<file path="config.mk">
export PLATFORM = sky130hd
export DESIGN_NAME = tpgfc_dp
export DESIGN_NICKNAME = d
export VERILOG_FILES = /design/src/hdl/tpgfc_pkg.sv /design/src/hdl/tpgfc_dp.sv
export SDC_FILE = /design/constraint.sdc
export NUM_CORES = 1
export LEC_CHECK = 0
export ABC_AREA = 1
export ABC_CLOCK_PERIOD_IN_PS = 4600
export BUFFER_PORTS_ARGS = -buffer_cell sky130_fd_sc_hd__clkbuf_2
export CAP_MARGIN = 40
export CELL_PAD_IN_SITES_DETAIL_PLACEMENT = 0
export CELL_PAD_IN_SITES_GLOBAL_PLACEMENT = 1
export CORE_MARGIN = 2
export CORE_UTILIZATION = 42
export CTS_CLUSTER_DIAMETER = 150
export DETAILED_ROUTE_END_ITERATION = 16
export PLACE_DENSITY = 0.77
export SLEW_MARGIN = 20
export SYNTH_ARGS = -nofsm -noshare
export SYNTH_HDL_FRONTEND = slang
export SYNTH_SLANG_ARGS = --single-unit
</file>
<file path="constraint.sdc">
create_clock -name clk -period 4.6 [get_ports clk]
set_input_delay 0.46 -clock clk [delete_from_list [all_inputs] [get_ports clk]]
set_output_delay 0.46 -clock clk [all_outputs]
set_load 0.02 [all_outputs]
</file>
<file path="src/hdl/tpgfc_pkg.sv">
`timescale 1ns / 1ps
`default_nettype none
package tpgfc_pkg;

  // Largest effective frame dimension
  localparam int unsigned MAX_DIMENSION = 4096;
  localparam int unsigned DIM_W = 13;

  // Divider: 20-bit dividend, one quotient bit per cycle
  localparam int unsigned NUM_W     = 20;
  localparam int unsigned DIV_STEPS = NUM_W;
  localparam int unsigned STEP_W    = $clog2(DIV_STEPS);

  // Four bytes per pixel into the CRC
  localparam int unsigned PIX_BYTES = 4;
  localparam int unsigned BYTE_IDX_W = 2;

  localparam logic [31:0] CRC_POLY = 32'h82F6_3B78;
  localparam logic [31:0] CRC_INIT = 32'hFFFF_FFFF;

  // Pattern codes
  localparam logic [1:0] PAT_PASS  = 2'd0;
  localparam logic [1:0] PAT_BARS  = 2'd1;
  localparam logic [1:0] PAT_CHECK = 2'd2;
  localparam logic [1:0] PAT_GRAD  = 2'd3;

  // Register indexes (byte address bits [3:2])
  localparam logic [1:0] REG_PATTERN    = 2'd0;
  localparam logic [1:0] REG_ACT_WIDTH  = 2'd1;
  localparam logic [1:0] REG_ACT_HEIGHT = 2'd2;

  typedef enum logic [2:0] {
    ST_IDLE,
    ST_DIV_A,
    ST_DIV_B,
    ST_PIX,
    ST_CRC,
    ST_DONE
  } state_t;

  typedef struct packed {
    logic [1:0]       pattern;
    logic [DIM_W-1:0] width;
    logic [DIM_W-1:0] height;
  } cfg_t;

  typedef struct packed {
    logic accept;
    logic div_step;
    logic load_b;
    logic pix;
    logic crc_step;
    logic commit;
  } ctrl_cmd_t;

endpackage
`default_nettype wire

</file>
<file path="src/hdl/tpgfc_dp.sv">
`timescale 1ns / 1ps
`default_nettype none
module tpgfc_dp
  import tpgfc_pkg::*;
(
  input  wire logic        clk,
  input  wire logic        rst_n,
  input  wire cfg_t        cfg,
  input  wire ctrl_cmd_t   cmd,
  input  wire logic [11:0] in_column,
  input  wire logic [11:0] in_row,
  input  wire logic [31:0] in_source_pixel,
  input  wire logic        in_start_of_frame,
  input  wire logic        in_end_of_frame,
  output logic [31:0]      out_pixel,
  output logic             out_frame_done,
  output logic [31:0]      out_frame_signature,
  output logic [31:0]      out_frames_sent,
  output logic [63:0]      out_bytes_sent
);

  // one CRC-32C byte update, reflected
  function automatic logic [31:0] crc_byte(input logic [31:0] c, input logic [7:0] b);
    logic [31:0] v;
    v = c ^ {24'd0, b};
    for (int i = 0; i < 8; i++) begin
      v = v[0] ? ((v >> 1) ^ CRC_POLY) : (v >> 1);
    end
    return v;
  endfunction

  function automatic logic [7:0] sat8(input logic [NUM_W-1:0] q);
    return (q > NUM_W'(255)) ? 8'hFF : q[7:0];
  endfunction

  // latched item
  logic [11:0] row_r, col_r;
  logic [31:0] src_r;
  logic        eof_r;

  // divider
  logic [NUM_W-1:0] num_r;
  logic [DIM_W-1:0] rem_r, den_r;
  logic [DIM_W:0]   rem_sh;
  logic             qbit;
  logic [NUM_W-1:0] num_nxt;
  logic [DIM_W-1:0] rem_nxt;
  logic [7:0]       red_r;

  // effective dimensions
  logic [DIM_W-1:0] wc, hc, den_w, den_h;

  // pixel, CRC and counters
  logic [31:0] px_r, px_nxt, sh_r, crc_r, sig_r, frames_r;
  logic [63:0] open_r, bytes_r, open_add;
  logic [19:0] col_x255, row_x255;

  assign wc = (cfg.width == '0) ? DIM_W'(1)
            : (cfg.width > DIM_W'(MAX_DIMENSION)) ? DIM_W'(MAX_DIMENSION) : cfg.width;
  assign hc = (cfg.height == '0) ? DIM_W'(1)
            : (cfg.height > DIM_W'(MAX_DIMENSION)) ? DIM_W'(MAX_DIMENSION) : cfg.height;
  assign den_w = (wc > DIM_W'(1)) ? wc - 1'b1 : DIM_W'(1);
  assign den_h = (hc > DIM_W'(1)) ? hc - 1'b1 : DIM_W'(1);

  assign col_x255 = 20'(in_column) * 20'd255;
  assign row_x255 = 20'(row_r) * 20'd255;

  // restoring divide step
  always_comb begin
    rem_sh  = {rem_r, num_r[NUM_W-1]};
    qbit    = (rem_sh >= {1'b0, den_r});
    rem_nxt = qbit ? DIM_W'(rem_sh - {1'b0, den_r}) : rem_sh[DIM_W-1:0];
    num_nxt = {num_r[NUM_W-2:0], qbit};
  end

  always_ff @(posedge clk) begin
    if (cmd.accept) begin
      col_r <= in_column;
      row_r <= in_row;
      src_r <= in_source_pixel;
      eof_r <= in_end_of_frame;
      rem_r <= '0;
      if (cfg.pattern == PAT_GRAD) begin
        num_r <= col_x255;
        den_r <= den_w;
      end else begin
        num_r <= {5'd0, in_column, 3'd0};
        den_r <= wc;
      end
    end else if (cmd.load_b) begin
      red_r <= sat8(num_nxt);
      num_r <= row_x255;
      den_r <= den_h;
      rem_r <= '0;
    end else if (cmd.div_step) begin
      num_r <= num_nxt;
      rem_r <= rem_nxt;
    end
  end

  // pattern select
  always_comb begin
    unique case (cfg.pattern)
      PAT_BARS: begin
        if (num_r[0])      px_nxt = 32'h00FF_FFFF;
        else if (num_r[1]) px_nxt = 32'h0000_FF00;
        else if (num_r[2]) px_nxt = 32'h00FF_0000;
        else               px_nxt = 32'h0000_00FF;
      end
      PAT_CHECK: px_nxt = (col_r[5] ^ row_r[5]) ? 32'h00F0_F0F0 : 32'h0020_2020;
      PAT_GRAD:  px_nxt = {8'd0, red_r, sat8(num_r), 8'h40};
      default:   px_nxt = src_r;
    endcase
  end

  assign open_add = open_r + 64'd4;

  // CRC, frame state and result registers
  always_ff @(posedge clk) begin
    if (!rst_n) begin
      crc_r    <= CRC_INIT;
      sig_r    <= '0;
      frames_r <= '0;
      bytes_r  <= '0;
      open_r   <= '0;
    end else begin
      if (cmd.accept && in_start_of_frame) begin
        crc_r  <= CRC_INIT;
        open_r <= '0;
      end
      if (cmd.crc_step) begin
        crc_r <= crc_byte(crc_r, sh_r[7:0]);
      end
      if (cmd.commit) begin
        if (eof_r) begin
          sig_r    <= ~crc_r;
          frames_r <= frames_r + 32'd1;
          bytes_r  <= bytes_r + open_add;
          crc_r    <= CRC_INIT;
          open_r   <= '0;
        end else begin
          open_r <= open_add;
        end
      end
    end
  end

  always_ff @(posedge clk) begin
    if (cmd.pix) begin
      px_r <= px_nxt;
      sh_r <= px_nxt;
    end else if (cmd.crc_step) begin
      sh_r <= sh_r >> 8;
    end
  end

  // output item register
  always_ff @(posedge clk) begin
    if (cmd.commit) begin
      out_pixel           <= px_r;
      out_frame_done      <= eof_r;
      out_frame_signature <= eof_r ? ~crc_r : sig_r;
      out_frames_sent     <= eof_r ? frames_r + 32'd1 : frames_r;
      out_bytes_sent      <= eof_r ? bytes_r + open_add : bytes_r;
    end
  end

endmodule
`default_nettype wire

</file>
==> flow_summary.yaml <==
outcome:
  status: "finished clean"
layout:
  area.growth.synth_to_final_pct: 16.79
  fin_area_um2: 40530
  final_cells: 5874
  fin_nets: 5105
  drive_gt1_share_pct: 11.99
placement:
  place_ws_ns: -0.4348
  hpwl_um: 81640
  place_congestion: 0.9495
  place_area_um2: 37950
  place_inst: 5725
  io_buffers: 252
sta:
  setup_viol: 0
  setup_slack_ns: 0.1973
  slew_viol_final: 0
  hold_ws_ns: 0.03569
  maxClockFrequency_mhz: 227.1
  fin_crit_sh_pct: 95.71
  fin_crit_ns: 4.403
  slew_headroom_pct: 41.98
  tightest_slew_ns: 0.8636
  hold_violations: 0
  skew_ns: 0.04369
min_path:
  hold_class: "in2reg"
floorplan:
  start_util_pct: 42.33
  die_y_um: 291.5
  die_w_um: 291.5
  coreArea_um2: 81980
  top_level_ports: 255
  die-area_um2: 84950
  placementRows: 105
route:
  wire_per_inst_um: 17.68
  drt_iter0_markers: 1965
  wl_um: 103900
  via_per_inst: 5.023
  vias: 29506
  route.antenna.remaining_nets: 0
  first_pass_iters: 6
  drc_errors: 0
logic_synthesis:
  syn_area_um2: 34700
  ys_warn_count: 0
  synth.most_common_cell: "nand2_1"
  ys.flop_type: "edfxtp_1"
  ys_seq_elements: 543
  syn_area_per_cell_um2: 7.898
  syn_inst: 4394
  synth_edf_count: 310
  ys_top_cells_by_count: "nand2_1, inv_1, nor2_1"
  synth_top_area_share_pct: 26.82
  synth_cell_type_count: 62
  seq_area_frac_synth_pct: 40.26
  synth_top_area_cell: "edfxtp_1"
  synthArstFlopShare_pct: 0
  synth_area_leaders: "edfxtp_1, dfxtp_1, nand2_1"
clock_tree:
  cts_buffers: 61
  path_clk_slew_ns: 0.06
  cts_sinks: 543
  htree_levels: 2
  clockBufferDepth: 3
  cts_tree: "done"
  root_buffer: "clkbuf_16"
  insertion_delay_ns: 0.66
worst_setup_path:
  worstPathArrival_ns: 4.78
  critPathMaxFanout: 5
  required_ns: 4.97
  path_class: "reg2reg"
  endpoint_kind: "flop"
  cp-start-kind: "flop"
global_routing:
  grt_max_degree: 136
  grt_first_pass_wirelength_um: 160500
  first_global_vias: 28303
  antenna_found_initial: 4
  overflow: 0
  gr-usage-all-layers_pct: 24.11
pwr:
  peakVddDrop_uv: 459.6
  pwr_density_cell_nw_per_um2: 480.8
  p_leak_nw: 18.61
run:
  max_cap_viol_count: 0
==> worst paths after layout <==
check | from | cells after the start | slack, ns | end
min | in_row[8] | 1 | 0.04 | row_r[8]$_DFFE_PP_
max reg2reg | row_r[8]$_DFFE_PP_ | 14 | 0.20 | num_r[17]$_DFFE_PP_
max | row_r[8]$_DFFE_PP_ | 14 | 0.20 | num_r[17]$_DFFE_PP_
min reg2reg | px_r[11]$_DFFE_PP_ | 0 | 0.40 | out_pixel[11]$_DFFE_PP_
==> what timing repair did <==
action / in CTS / in global routing
hold buffers: 30 / 0
setup endpoints to repair: 0 / 16
resized for setup: 0 / 38
hold endpoints to repair: 30 / 0
buffers inserted: 0 / 2
==> state kept, by name, summed over array words and instances (netlist names), 12 cells and up <==
signal               count
bytes_r                 62
open_r                  62
out_bytes_sent          62
crc_r                   32
frames_r                32
out_frame_signature     32
out_frames_sent         32
out_pixel               32
px_r                    32
sh_r                    32
sig_r                   32
src_r                   32
num_r                   20
den_r                   13
rem_r                   13
row_r                   12
==> placed cells by master, fill, tap and decap left out, types with 30 or more instances in the layout <==
master,instances
nand2_1,1063
buf_4,115
nor2_1,370
dlygate4sd3_1,30
xor2_1,160
clkbuf_2,250
nand3_1,223
o21ai_0,230
o211ai_1,54
inv_1,707
xnor2_1,50
nor3_1,56
ha_1,152
dfxtp_1,233
edfxtp_1,310
clkbuf_16,62
o22ai_1,33
nand4_1,42
fa_1,99
a21oi_1,257
==> final cells by class <==
class	count	area (µm²)
Sequential cell	543	13970
Tap cell	1070	1339
Fill cell	8109	41450
Clock inverter	44	489.2
Clock buffer	72	1629
Timing Repair Buffer	406	2634
Multi-Input combinational cell	3020	17770
Inverter	718	2699
Antenna cell	1	2.502
==> metrics by stage <==
| stage | total power [W] | setup TNS [ns] | util [%] |
|---|---|---|---|
| after CTS | 0.01929 | 0 | 49.24 |
| after detailed placement | 0.01405 | -1.692 | 46.29 |
| after floorplan | 0.01163 | 0 | - |
| after global placement | 0.01401 | -1.181 | 46.08 |
| final | 0.01949 | 0 | 49.44 |
| after global routing | 0.02095 | -0.003971 | 49.44 |
==> cell families (layout without fill, tap and decap cells) <==
| logic type | Yosys count | count (layout) | share of synthesized area [%] |
|---|---|---|---|
| other cells | 2 | 4 | 0.02164 |
| xor+xnor | 218 | 218 | 5.805 |
| mux | 1 | 1 | 0.02884 |
| buf+inv | 832 | 1240 | 9.049 |
| compound gates | 684 | 684 | 11.04 |
| flops | 543 | 543 | 40.26 |
| simple gates | 1853 | 1853 | 22.18 |
| fa+ha+maj | 261 | 261 | 11.62 |
==> report_power, final <==
part | switching [W] | total [W] | internal (W)
combinational | 0.00500 | 0.00836 | 0.00336
sequential | 0.000294 | 0.00598 | 0.00569
clock | 0.00215 | 0.00515 | 0.00300
total | 0.00744 | 0.0195 | 0.0120
==> critical path: stages (launching register included) <==
cell and delay [ns]:
edfxtp_1 0.50, fa_1 0.57, fa_1 0.54, fa_1 0.55, inv_1 0.05, fa_1 0.52, inv_1 0.04, ha_2 0.31
a21o_1 0.17, a31oi_1 0.16, nand3_2 0.11, a31o_2 0.22, or2_2 0.27, nand3_1 0.07, nand3_1 0.06
==> per-layer routing <==
metal | global-route usage, % | wire length, µm | up-vias | share of wire, %
met5 | 0 | 16 | - | 0.015
met4 | 5.670 | 2279 | 2 | 2.2
met3 | 2.512 | 4690 | 119 | 4.5
met2 | 41.47 | 49850 | 657 | 48
met1 | 32.63 | 47020 | 13770 | 45
li1 | - | - | 14958 | -
No activity file was read; power rests on OpenSTA's default activity.
